[config.mk]
export PLATFORM = sky130hd
export DESIGN_NAME = calendar_tick_alarm_matcher_core
export DESIGN_NICKNAME = d
export VERILOG_FILES = /design/src/hw/rtl/ctam_pkg.sv /design/src/hw/rtl/calendar_tick_alarm_matcher_core.sv
export SDC_FILE = /design/constraint.sdc
export NUM_CORES = 2
export LEC_CHECK = 0
export ABC_CLOCK_PERIOD_IN_PS = 24100
export BUFFER_PORTS_ARGS = -buffer_cell sky130_fd_sc_hd__buf_4
export CORE_AREA = 2 2 628 630
export DETAILED_ROUTE_END_ITERATION = 6
export DIE_AREA = 0 0 630 632
export SLEW_MARGIN = 20
export SYNTH_ARGS = -nofsm -noshare
export SYNTH_HDL_FRONTEND = slang
export SYNTH_SLANG_ARGS = --single-unit
[constraint.sdc]
create_clock -name clk -period 24.1 [get_ports clk]
set_clock_uncertainty 0.05 [all_clocks]
set_input_delay 1.205 -clock clk [delete_from_list [all_inputs] [get_ports clk]]
set_output_delay 1.205 -clock clk [all_outputs]
set_load 0.1 [all_outputs]
[src/hw/rtl/ctam_pkg.sv]
// ============================================================================
// ctam_pkg
// Shared types, codes and calendar helpers for the cron-style alarm matcher.
// ============================================================================
package ctam_pkg;

    localparam int MAX_ENTRIES_DEF = 16;

    localparam int IN_TDATA_W  = 104;
    localparam int IN_TUSER_W  = 4;
    localparam int OUT_TDATA_W = 48;
    localparam int CFG_W       = 5;

    localparam int YEAR_W    = 14;
    localparam int MONTH_W   = 4;
    localparam int DAY_W     = 5;
    localparam int HOUR_W    = 5;
    localparam int MINUTE_W  = 6;
    localparam int WDAY_W    = 3;
    localparam int MIN_MASK_W = 60;
    localparam int HD_MASK_W  = 55;
    localparam int MW_MASK_W  = 19;

    localparam logic [YEAR_W-1:0]   EPOCH_YEAR    = 14'd1970;
    localparam logic [YEAR_W-1:0]   YEAR_MAX      = 14'd16383;
    localparam logic [6:0]          EPOCH_MOD100  = 7'd70;
    localparam logic [8:0]          EPOCH_MOD400  = 9'd370;
    localparam logic [WDAY_W-1:0]   EPOCH_WDAY    = 3'd4;
    localparam logic [MONTH_W-1:0]  MONTH_FIRST   = 4'd1;
    localparam logic [MONTH_W-1:0]  MONTH_LAST    = 4'd12;
    localparam logic [DAY_W-1:0]    DAY_FIRST     = 5'd1;
    localparam logic [HOUR_W-1:0]   HOUR_LAST     = 5'd23;
    localparam logic [MINUTE_W-1:0] MINUTE_LAST   = 6'd59;

    typedef enum logic [1:0] {
        FUNC_SET  = 2'd0,
        FUNC_MASK = 2'd1,
        FUNC_TICK = 2'd2,
        FUNC_NOP  = 2'd3
    } func_t;

    typedef enum logic [1:0] {
        SEL_MINUTE = 2'd0,
        SEL_HOUR_DAY = 2'd1,
        SEL_MONTH_WEEK = 2'd2,
        SEL_NONE = 2'd3
    } mask_sel_t;

    typedef enum logic [2:0] {
        ST_IDLE,
        ST_YEAR,
        ST_MONTH,
        ST_SCAN,
        ST_FINISH
    } state_t;

    function automatic logic is_leap(input logic [1:0] y_lo, input logic [6:0] m100,
                                     input logic [8:0] m400);
        is_leap = (m400 == 9'd0) || ((y_lo == 2'd0) && (m100 != 7'd0));
    endfunction

    function automatic logic [DAY_W-1:0] month_len(input logic [MONTH_W-1:0] m,
                                                   input logic leap);
        case (m) inside
            4'd2:                      month_len = leap ? 5'd29 : 5'd28;
            4'd4, 4'd6, 4'd9, 4'd11:   month_len = 5'd30;
            default:                   month_len = 5'd31;
        endcase
    endfunction

    function automatic logic [WDAY_W-1:0] mod7(input logic [5:0] v);
        logic [5:0] r;
        r = v;
        for (int i = 0; i < 5; i++) begin
            if (r >= 6'd7) begin
                r = r - 6'd7;
            end
        end
        mod7 = r[WDAY_W-1:0];
    endfunction

endpackage

[src/hw/rtl/calendar_tick_alarm_matcher_core.sv]
// ============================================================================
// calendar_tick_alarm_matcher_core
// Minute calendar clock with a cron-style match table and first-hit scan.
// ============================================================================
//  channel   dir  handshake                    content
//  s_axis    in   tvalid/tready                tuser: func, mask_select; tdata: fields
//  m_axis    out  tvalid/tready                tuser: matched; tdata: hit, time
//  cfg       in   cfg_we                       cfg_wdata: active_entries
//
//  Tick: the scan reads one table row per cycle. Set time: one year or month
//  per cycle through the shared mod-7 weekday adder.
//  Reset clears clock, table valid bits and config; no clearing pass.
//  A finished result waits in the output register; s_axis is ready in idle.
module calendar_tick_alarm_matcher_core #(
    parameter int MAX_ENTRIES = ctam_pkg::MAX_ENTRIES_DEF
) (
    input  logic                                clk,
    input  logic                                rst_n,
    input  logic                                s_axis_tvalid,
    output logic                                s_axis_tready,
    // [3:0] entry_index, [67:4] mask_value, [81:68] set_year, [85:82] set_month,
    // [90:86] set_day, [95:91] set_hour, [101:96] set_minute
    input  logic [ctam_pkg::IN_TDATA_W-1:0]     s_axis_tdata,
    // [1:0] func, [3:2] mask_select
    input  logic [ctam_pkg::IN_TUSER_W-1:0]     s_axis_tuser,
    output logic                                m_axis_tvalid,
    input  logic                                m_axis_tready,
    // [3:0] hit_entry, [17:4] cur_year, [21:18] cur_month, [26:22] cur_day,
    // [31:27] cur_hour, [37:32] cur_minute, [40:38] cur_weekday
    output logic [ctam_pkg::OUT_TDATA_W-1:0]    m_axis_tdata,
    // [0] matched
    output logic                                m_axis_tuser,
    input  logic                                cfg_we,
    input  logic [ctam_pkg::CFG_W-1:0]          cfg_wdata
);
    import ctam_pkg::*;

    localparam int IDX_W = (MAX_ENTRIES > 1) ? $clog2(MAX_ENTRIES) : 1;
    localparam int CNT_W = $clog2(MAX_ENTRIES + 1);
    localparam int CMP_W = (CNT_W > CFG_W) ? CNT_W : CFG_W;

    // input fields
    logic [1:0]            in_func;
    logic [1:0]            in_sel;
    logic [3:0]            in_entry;
    logic [63:0]           in_mask;
    logic [YEAR_W-1:0]     in_year;
    logic [MONTH_W-1:0]    in_month;
    logic [DAY_W-1:0]      in_day;
    logic [HOUR_W-1:0]     in_hour;
    logic [MINUTE_W-1:0]   in_minute;

    assign in_func   = s_axis_tuser[1:0];
    assign in_sel    = s_axis_tuser[3:2];
    assign in_entry  = s_axis_tdata[3:0];
    assign in_mask   = s_axis_tdata[67:4];
    assign in_year   = s_axis_tdata[81:68];
    assign in_month  = s_axis_tdata[85:82];
    assign in_day    = s_axis_tdata[90:86];
    assign in_hour   = s_axis_tdata[95:91];
    assign in_minute = s_axis_tdata[101:96];

    state_t                state_reg, state_next;
    logic [1:0]            func_reg, func_next;
    logic [CFG_W-1:0]      active_entries_reg, active_entries_next;

    logic [YEAR_W-1:0]     clock_year_reg, clock_year_next;
    logic [MONTH_W-1:0]    clock_month_reg, clock_month_next;
    logic [DAY_W-1:0]      clock_day_reg, clock_day_next;
    logic [HOUR_W-1:0]     clock_hour_reg, clock_hour_next;
    logic [MINUTE_W-1:0]   clock_minute_reg, clock_minute_next;
    logic [WDAY_W-1:0]     clock_weekday_reg, clock_weekday_next;
    logic [6:0]            clock_mod100_reg, clock_mod100_next;
    logic [8:0]            clock_mod400_reg, clock_mod400_next;

    logic [YEAR_W-1:0]     walk_year_reg, walk_year_next;
    logic [6:0]            walk_mod100_reg, walk_mod100_next;
    logic [8:0]            walk_mod400_reg, walk_mod400_next;
    logic [MONTH_W-1:0]    walk_month_reg, walk_month_next;
    logic [WDAY_W-1:0]     walk_wday_reg, walk_wday_next;

    logic [CNT_W-1:0]      scan_reg, scan_next;
    logic                  chk_valid_reg, chk_valid_next;
    logic [IDX_W-1:0]      chk_idx_reg, chk_idx_next;
    logic                  res_match_reg, res_match_next;
    logic [IDX_W-1:0]      res_hit_reg, res_hit_next;

    logic                  m_valid_reg, m_valid_next;
    logic [OUT_TDATA_W-1:0] m_data_reg, m_data_next;
    logic                  m_user_reg, m_user_next;

    logic [MAX_ENTRIES-1:0] min_vld_reg, min_vld_next;
    logic [MAX_ENTRIES-1:0] hd_vld_reg, hd_vld_next;
    logic [MAX_ENTRIES-1:0] mw_vld_reg, mw_vld_next;

    // table memories
    logic [MIN_MASK_W-1:0] min_mem [MAX_ENTRIES];
    logic [HD_MASK_W-1:0]  hd_mem  [MAX_ENTRIES];
    logic [MW_MASK_W-1:0]  mw_mem  [MAX_ENTRIES];
    logic [MIN_MASK_W-1:0] min_rd_reg;
    logic [HD_MASK_W-1:0]  hd_rd_reg;
    logic [MW_MASK_W-1:0]  mw_rd_reg;
    logic                  min_rv_reg, hd_rv_reg, mw_rv_reg;

    logic                  in_xfer;
    logic                  entry_ok;
    logic [IDX_W-1:0]      wr_addr;
    logic                  min_we, hd_we, mw_we;
    logic [IDX_W-1:0]      rd_addr;
    logic [CMP_W-1:0]      n_lim;
    logic                  entry_hit;
    logic                  out_free;

    // shared mod-7 weekday adder
    logic [WDAY_W-1:0]     add_a;
    logic [5:0]            add_b;
    logic [WDAY_W-1:0]     add_sum;

    logic                  walk_leap, clock_leap;
    logic [DAY_W-1:0]      walk_mlen, clock_mlen;

    assign in_xfer  = s_axis_tvalid && s_axis_tready;
    assign entry_ok = CMP_W'(in_entry) < CMP_W'(MAX_ENTRIES);
    assign wr_addr  = IDX_W'(in_entry);
    assign min_we   = in_xfer && (in_func == FUNC_MASK) && entry_ok && (in_sel == SEL_MINUTE);
    assign hd_we    = in_xfer && (in_func == FUNC_MASK) && entry_ok && (in_sel == SEL_HOUR_DAY);
    assign mw_we    = in_xfer && (in_func == FUNC_MASK) && entry_ok && (in_sel == SEL_MONTH_WEEK);
    assign rd_addr  = scan_reg[IDX_W-1:0];
    assign n_lim    = (CMP_W'(active_entries_reg) > CMP_W'(MAX_ENTRIES))
                      ? CMP_W'(MAX_ENTRIES) : CMP_W'(active_entries_reg);
    assign out_free = !m_valid_reg || m_axis_tready;

    assign walk_leap  = is_leap(walk_year_reg[1:0], walk_mod100_reg, walk_mod400_reg);
    assign clock_leap = is_leap(clock_year_reg[1:0], clock_mod100_reg, clock_mod400_reg);
    assign walk_mlen  = month_len(walk_month_reg, walk_leap);
    assign clock_mlen = month_len(clock_month_reg, clock_leap);

    assign entry_hit = min_rv_reg && hd_rv_reg && mw_rv_reg
                    && min_rd_reg[clock_minute_reg]
                    && hd_rd_reg[6'(clock_hour_reg)]
                    && hd_rd_reg[6'(clock_day_reg) + 6'd23]
                    && mw_rd_reg[5'(clock_month_reg - MONTH_FIRST)]
                    && mw_rd_reg[5'(clock_weekday_reg) + 5'd12];

    always_comb
    begin
        case (state_reg)
            ST_YEAR:
            begin
                add_a = walk_wday_reg;
                add_b = walk_leap ? 6'd2 : 6'd1;
            end
            ST_MONTH:
            begin
                add_a = walk_wday_reg;
                if (walk_month_reg == clock_month_reg)
                begin
                    add_b = 6'(clock_day_reg - DAY_FIRST);
                end
                else
                begin
                    add_b = 6'(walk_mlen - 5'd28);
                end
            end
            default:
            begin
                add_a = clock_weekday_reg;
                add_b = 6'd1;
            end
        endcase
        add_sum = mod7(6'(add_a) + add_b);
    end

    always_comb
    begin
        state_next          = state_reg;
        func_next           = func_reg;
        active_entries_next = cfg_we ? cfg_wdata : active_entries_reg;
        clock_year_next     = clock_year_reg;
        clock_month_next    = clock_month_reg;
        clock_day_next      = clock_day_reg;
        clock_hour_next     = clock_hour_reg;
        clock_minute_next   = clock_minute_reg;
        clock_weekday_next  = clock_weekday_reg;
        clock_mod100_next   = clock_mod100_reg;
        clock_mod400_next   = clock_mod400_reg;
        walk_year_next      = walk_year_reg;
        walk_mod100_next    = walk_mod100_reg;
        walk_mod400_next    = walk_mod400_reg;
        walk_month_next     = walk_month_reg;
        walk_wday_next      = walk_wday_reg;
        scan_next           = scan_reg;
        chk_valid_next      = chk_valid_reg;
        chk_idx_next        = chk_idx_reg;
        res_match_next      = res_match_reg;
        res_hit_next        = res_hit_reg;
        m_valid_next        = m_valid_reg && !m_axis_tready;
        m_data_next         = m_data_reg;
        m_user_next         = m_user_reg;
        min_vld_next        = min_vld_reg;
        hd_vld_next         = hd_vld_reg;
        mw_vld_next         = mw_vld_reg;
        s_axis_tready       = 1'b0;

        if (min_we)
        begin
            min_vld_next[wr_addr] = 1'b1;
        end
        if (hd_we)
        begin
            hd_vld_next[wr_addr] = 1'b1;
        end
        if (mw_we)
        begin
            mw_vld_next[wr_addr] = 1'b1;
        end

        case (state_reg)
            ST_IDLE:
            begin
                s_axis_tready = 1'b1;
                if (s_axis_tvalid)
                begin
                    func_next      = in_func;
                    res_match_next = 1'b0;
                    res_hit_next   = '0;
                    case (in_func)
                        FUNC_SET:
                        begin
                            clock_year_next   = (in_year < EPOCH_YEAR) ? EPOCH_YEAR : in_year;
                            clock_month_next  = (in_month < MONTH_FIRST) ? MONTH_FIRST :
                                                (in_month > MONTH_LAST) ? MONTH_LAST : in_month;
                            clock_day_next    = (in_day < DAY_FIRST) ? DAY_FIRST : in_day;
                            clock_hour_next   = (in_hour > HOUR_LAST) ? HOUR_LAST : in_hour;
                            clock_minute_next = (in_minute > MINUTE_LAST) ? MINUTE_LAST
                                                                          : in_minute;
                            walk_year_next    = EPOCH_YEAR;
                            walk_mod100_next  = EPOCH_MOD100;
                            walk_mod400_next  = EPOCH_MOD400;
                            walk_month_next   = MONTH_FIRST;
                            walk_wday_next    = EPOCH_WDAY;
                            state_next        = ST_YEAR;
                        end
                        FUNC_TICK:
                        begin
                            scan_next      = '0;
                            chk_valid_next = 1'b0;
                            state_next     = ST_SCAN;
                        end
                        default:
                        begin
                            state_next = ST_FINISH;
                        end
                    endcase
                end
            end

            ST_YEAR:
            begin
                if (walk_year_reg == clock_year_reg)
                begin
                    state_next = ST_MONTH;
                end
                else
                begin
                    walk_wday_next   = add_sum;
                    walk_year_next   = walk_year_reg + 14'd1;
                    walk_mod100_next = (walk_mod100_reg == 7'd99) ? 7'd0
                                                                  : walk_mod100_reg + 7'd1;
                    walk_mod400_next = (walk_mod400_reg == 9'd399) ? 9'd0
                                                                   : walk_mod400_reg + 9'd1;
                end
            end

            ST_MONTH:
            begin
                if (walk_month_reg == clock_month_reg)
                begin
                    clock_weekday_next = add_sum;
                    clock_mod100_next  = walk_mod100_reg;
                    clock_mod400_next  = walk_mod400_reg;
                    state_next         = ST_FINISH;
                end
                else
                begin
                    walk_wday_next  = add_sum;
                    walk_month_next = walk_month_reg + 4'd1;
                end
            end

            ST_SCAN:
            begin
                if (chk_valid_reg && entry_hit)
                begin
                    res_match_next = 1'b1;
                    res_hit_next   = chk_idx_reg;
                    chk_valid_next = 1'b0;
                    state_next     = ST_FINISH;
                end
                else if (CMP_W'(scan_reg) < n_lim)
                begin
                    chk_valid_next = 1'b1;
                    chk_idx_next   = rd_addr;
                    scan_next      = scan_reg + CNT_W'(1);
                end
                else
                begin
                    chk_valid_next = 1'b0;
                    if (!chk_valid_reg)
                    begin
                        state_next = ST_FINISH;
                    end
                end
            end

            ST_FINISH:
            begin
                if (out_free)
                begin
                    m_valid_next = 1'b1;
                    m_user_next  = res_match_reg;
                    m_data_next  = OUT_TDATA_W'({clock_weekday_reg, clock_minute_reg,
                                                 clock_hour_reg, clock_day_reg,
                                                 clock_month_reg, clock_year_reg,
                                                 4'(res_hit_reg)});
                    state_next   = ST_IDLE;
                    if (func_reg == FUNC_TICK)
                    begin
                        // advance one minute
                        if (clock_minute_reg < MINUTE_LAST)
                        begin
                            clock_minute_next = clock_minute_reg + 6'd1;
                        end
                        else
                        begin
                            clock_minute_next = '0;
                            if (clock_hour_reg < HOUR_LAST)
                            begin
                                clock_hour_next = clock_hour_reg + 5'd1;
                            end
                            else
                            begin
                                clock_hour_next    = '0;
                                clock_weekday_next = add_sum;
                                if (clock_day_reg < clock_mlen)
                                begin
                                    clock_day_next = clock_day_reg + 5'd1;
                                end
                                else
                                begin
                                    clock_day_next = DAY_FIRST;
                                    if (clock_month_reg < MONTH_LAST)
                                    begin
                                        clock_month_next = clock_month_reg + 4'd1;
                                    end
                                    else
                                    begin
                                        clock_month_next = MONTH_FIRST;
                                        clock_year_next  = clock_year_reg + 14'd1;
                                        if (clock_year_reg == YEAR_MAX)
                                        begin
                                            clock_mod100_next = '0;
                                            clock_mod400_next = '0;
                                        end
                                        else
                                        begin
                                            clock_mod100_next = (clock_mod100_reg == 7'd99)
                                                ? 7'd0 : clock_mod100_reg + 7'd1;
                                            clock_mod400_next = (clock_mod400_reg == 9'd399)
                                                ? 9'd0 : clock_mod400_reg + 9'd1;
                                        end
                                    end
                                end
                            end
                        end
                    end
                end
            end

            default:
            begin
                state_next = ST_IDLE;
            end
        endcase
    end

    always_ff @(posedge clk or negedge rst_n)
    begin
        if (!rst_n)
        begin
            state_reg          <= ST_IDLE;
            active_entries_reg <= '0;
            clock_year_reg     <= EPOCH_YEAR;
            clock_month_reg    <= MONTH_FIRST;
            clock_day_reg      <= DAY_FIRST;
            clock_hour_reg     <= '0;
            clock_minute_reg   <= '0;
            clock_weekday_reg  <= EPOCH_WDAY;
            clock_mod100_reg   <= EPOCH_MOD100;
            clock_mod400_reg   <= EPOCH_MOD400;
            scan_reg           <= '0;
            chk_valid_reg      <= 1'b0;
            m_valid_reg        <= 1'b0;
            min_vld_reg        <= '0;
            hd_vld_reg         <= '0;
            mw_vld_reg         <= '0;
        end
        else
        begin
            state_reg          <= state_next;
            active_entries_reg <= active_entries_next;
            clock_year_reg     <= clock_year_next;
            clock_month_reg    <= clock_month_next;
            clock_day_reg      <= clock_day_next;
            clock_hour_reg     <= clock_hour_next;
            clock_minute_reg   <= clock_minute_next;
            clock_weekday_reg  <= clock_weekday_next;
            clock_mod100_reg   <= clock_mod100_next;
            clock_mod400_reg   <= clock_mod400_next;
            scan_reg           <= scan_next;
            chk_valid_reg      <= chk_valid_next;
            m_valid_reg        <= m_valid_next;
            min_vld_reg        <= min_vld_next;
            hd_vld_reg         <= hd_vld_next;
            mw_vld_reg         <= mw_vld_next;
        end
    end

    always_ff @(posedge clk)
    begin
        func_reg        <= func_next;
        walk_year_reg   <= walk_year_next;
        walk_mod100_reg <= walk_mod100_next;
        walk_mod400_reg <= walk_mod400_next;
        walk_month_reg  <= walk_month_next;
        walk_wday_reg   <= walk_wday_next;
        chk_idx_reg     <= chk_idx_next;
        res_match_reg   <= res_match_next;
        res_hit_reg     <= res_hit_next;
        m_data_reg      <= m_data_next;
        m_user_reg      <= m_user_next;
        min_rv_reg      <= min_vld_reg[rd_addr];
        hd_rv_reg       <= hd_vld_reg[rd_addr];
        mw_rv_reg       <= mw_vld_reg[rd_addr];
    end

    always_ff @(posedge clk)
    begin
        if (min_we)
        begin
            min_mem[wr_addr] <= in_mask[MIN_MASK_W-1:0];
        end
        min_rd_reg <= min_mem[rd_addr];
    end

    always_ff @(posedge clk)
    begin
        if (hd_we)
        begin
            hd_mem[wr_addr] <= in_mask[HD_MASK_W-1:0];
        end
        hd_rd_reg <= hd_mem[rd_addr];
    end

    always_ff @(posedge clk)
    begin
        if (mw_we)
        begin
            mw_mem[wr_addr] <= in_mask[MW_MASK_W-1:0];
        end
        mw_rd_reg <= mw_mem[rd_addr];
    end

    assign m_axis_tvalid = m_valid_reg;
    assign m_axis_tdata  = m_data_reg;
    assign m_axis_tuser  = m_user_reg;

    a_clock_ranges: assert property (@(posedge clk) disable iff (!rst_n)
        clock_minute_reg <= MINUTE_LAST && clock_hour_reg <= HOUR_LAST
        && clock_weekday_reg <= 3'd6 && clock_day_reg != 5'd0
        && clock_month_reg >= MONTH_FIRST && clock_month_reg <= MONTH_LAST)
        else $error("calendar registers out of range");

    a_scan_bound: assert property (@(posedge clk) disable iff (!rst_n)
        state_reg == ST_SCAN |-> CMP_W'(scan_reg) <= n_lim)
        else $error("entry scan ran past the active limit");

    a_no_match_zero_hit: assert property (@(posedge clk) disable iff (!rst_n)
        m_axis_tvalid && !m_axis_tuser |-> m_axis_tdata[3:0] == 4'd0)
        else $error("hit entry nonzero without a match");

    a_hit_only_on_tick: assert property (@(posedge clk) disable iff (!rst_n)
        state_reg == ST_FINISH && res_match_reg |-> func_reg == FUNC_TICK)
        else $error("match reported for a non-tick transfer");

endmodule

==> metrics.md <==
| Metric | Value |
|---|---|
| Seq cells post-synth | between 2000 and 2500 |
| First-pass DRT Iterations | 7 |
| Worst Setup End Kind | flop |
| Routed Wire Length | ~260000 um |
| Vias per cell | 4.722 |
| Ratio of cells with drive above 1 in the final layout | a little over a fifth |
| Die width | around 630 um |
| Ys Warns | 0 |
| DP HPWL | ~140000 um |
| Die ar. | roughly 400000 sq um |
| Outcome | complete, but fails checks |
| Fraction of the mapped netlist area in adder cells | less than 1% |
| Dominant synthesized flop cell | edfxtp_1 |
| Final worst path period share | 39.29% |
| Placement Cell Area | about 110000 sq um |
| Largest regs | min_mem (960), hd_mem (880), mw_mem (304) |
| Synthesized instance count | ~5400 |
| Max FFs per register | 960 |
| Clock period minus worst slack | approximately 9.5 ns |
| Initial Utilization | 24.90% |
| GRT Util Overall | between 10% and 20% |
| Worst Path Max Fanout | 10 |
| Synth Area in Compound Gates | between 6 and 7% |
| Slowest CP cell | or3_1 |
| Clock Tree Buf Depth | 4 |
| DRC Markers | 2 |
| CP max stage delay | approximately 0.60 ns |
| Skew-Pair Late Insertion Delay | slightly above 0.9 ns |
| Crit start category | flop |
| TritonCTS Sinks | 2487 |
| Library cells used by synthesis | 96 |
| IO Port Bufs | ~160 |
| Clk root buf | clkbuf_16 |
| Max Cap Viol | 0 |
| Final Setup Violations | 0 |
| Vias in the first global route | 52083 |
| Tightest hold margin | approximately 0.26 ns |
| Placeable Area | about 390000 sq um |
| Sequential-to-total area share from yosys stat | 74.65% |
| Synthesized cell area | slightly below 100000 sq um |
| Filler cell count | 38407 |
| Remaining global-route overflow | 0 |
| Synth Area in XOR/XNOR | less than 1% |
| Area Overhead vs Synth | 15.81% |
| Non-filler cells, final | roughly 11000 |
| Most flop-heavy register | min_mem |
| Max Slew Vio Count | 0 |
| Max Freq | roughly 110 MHz |
| Post-synthesis mux area share | 13.56% |
| Die Y | 632 um |
| Pwr Density | approximately 110 nW/um^2 |
| RePlAce Congestion | 0.7953 |
| 1st-iter DRT viols | roughly 5600 |
| CTS Buf Count | ~240 |
| Leakage power | 35.74 nW |
| Htree depth | 4 |
| Routed length per instance | ~23 um |
| Placed insts | roughly 11000 |
| Critical path arrival | ~10 ns |
| # IOs | 169 |
| CTS tree | done |
| Post-CTS Repair Setup Buffers | 0 |
| Initial antenna violation count | 36 |
| Mean area per synthesized cell | 17.94 sq um |
| Worst IR drop on VDD | ~0.00033 V |
| EDFF count, synth | between 2000 and 2500 |
| Async set-reset flop share out of synthesis | 4.664% |
| # rows | 230 |
| Largest family of logic cells by synthesized area | multiplexers |
| Post_cts resized | 0 |
| Setup TNS | 0 ns |
| First-pass GRT wire length | ~370000 um |
| Worst hold-check path type | in2async |
| Pin count of the biggest net entering global routing | 131 |
| Slew @ Worst Pin | roughly 1.1 ns |
| Clk slew on worst S/H paths | roughly 0.060 ns |
| Cts hold-fix bufs | 0 |
| Simple-gate area share of the yosys netlist | under 10% |
| Relative slew slack | 25.69% |
| Antenna-violating nets left | 0 |
| RSZ-0062 raised after global routing | no |
| Endpoints failing hold | 0 |
| Failing checks | design-rule violations |
| Nets | 5803 |
| Vias | ~52000 |
| Required @ worst endpoint | ~25 ns |
| Finished Cell Area | between 100000 and 150000 sq um |
| Setup CP Type | reg2reg |
## kinds of logic after synthesis
group	count (synthesis)
compound gates	967
fa+ha+maj	39
simple gates	647
xor+xnor	51
mux	898
flops	2487
buf+inv	341
other cells	1
## synth_stat cells (137+ instances only)
cell	n	area share, %
edfxtp_1	2234	69
a21oi_1	210	1.1
nor2_1	144	0.55
mux4_2	320	7.4
nand2_1	217	0.84
clkbuf_1	222	0.86
a221oi_1	141	1.3
mux2_2	154	1.8
a22oi_1	141	1.1
mux2i_1	421	4.3
o21ai_0	383	2.0
dfxtp_1	137	2.8
## power breakdown
part | total [W] | switching [W] | internal (W)
clock network | 0.00362 | 0.00158 | 0.00204
logic | 0.00334 | 0.00198 | 0.00136
registers | 0.00517 | 0.000224 | 0.00495
total | 0.0121 | 0.00379 | 0.00835
## final timing paths
kind	start	endpoint	slack [ns]	cells after the start
worst min-delay path	rst_n	min_vld_reg[3]	0.26	1
worst max register to register	state_reg[2]	walk_wday_reg[1]	14.63	37
min in group clk	res_hit_reg[3]	m_axis_tdata[3]	0.37	0
max in group asynchronous	rst_n	clock_day_reg[2]	22.39	2
worst max-delay path	state_reg[2]	walk_wday_reg[1]	14.63	37
worst min register to register	res_hit_reg[3]	m_axis_tdata[3]	0.37	0
## stage by stage
stage,power (W),setup slack [ns],utilization [%]
after global placement,0.008544,14.89,26.91
after global routing,0.01265,13.97,28.83
after detailed placement,0.008581,14.90,26.91
after CTS,0.01219,14.85,28.83
final,0.01214,14.63,28.84
after floorplan,0.007621,15.67,-
## worst max-delay path: cells and delay by family (launching register included)
family / cells / cell delay [ns]
and+or+nand+nor: 10 / 2.80
AOI/OAI and AO/OA: 10 / 1.87
adders and majority gates: 6 / 1.81
xor gates and xnor gates: 3 / 0.90
muxes: 3 / 0.85
DFF: 1 / 0.49
buffers and inverters: 5 / 0.44
## placed cells by master (no fill, tap or decap), types with 28 or more instances in the layout
cell type	n
dfxtp_1	137
a22oi_1	141
buf_4	261
a21oi_1	210
nor2_4	47
clkbuf_1	64
and3_1	29
nand2_1	215
nor3_1	28
or2_2	51
inv_1	43
clkinv_2	49
clkbuf_16	237
mux4_2	320
a221oi_1	141
nor2_1	94
xnor2_1	33
o21ai_0	380
edfxtp_1	2234
clkinv_1	36
ha_1	38
dfrtp_1	93
mux2i_1	421
mux2_2	154
nand3_1	58
## layer usage
layer	global-route usage, %	part of all wire [%]	vias up
li1	-	-	22306
met1	17.06	44	27728
met2	20.55	48	1874
met3	2.100	6.6	394
met4	3.013	2.1	22
met5	0	0.050	-
## final cells by class
cell class	count	area (sq um)	area share, %
diodes	14	35.03	0.03104
clock buffers	323	6474	5.736
clock inverters	116	1032	0.9146
inverters	43	161.4	0.1430
multi-input cells	2609	23770	21.06
flip-flops and latches	2487	72770	64.48
well taps	5220	6531	5.787
repair buffers	268	2091	1.853
No activity file was read; power rests on OpenSTA's default activity.
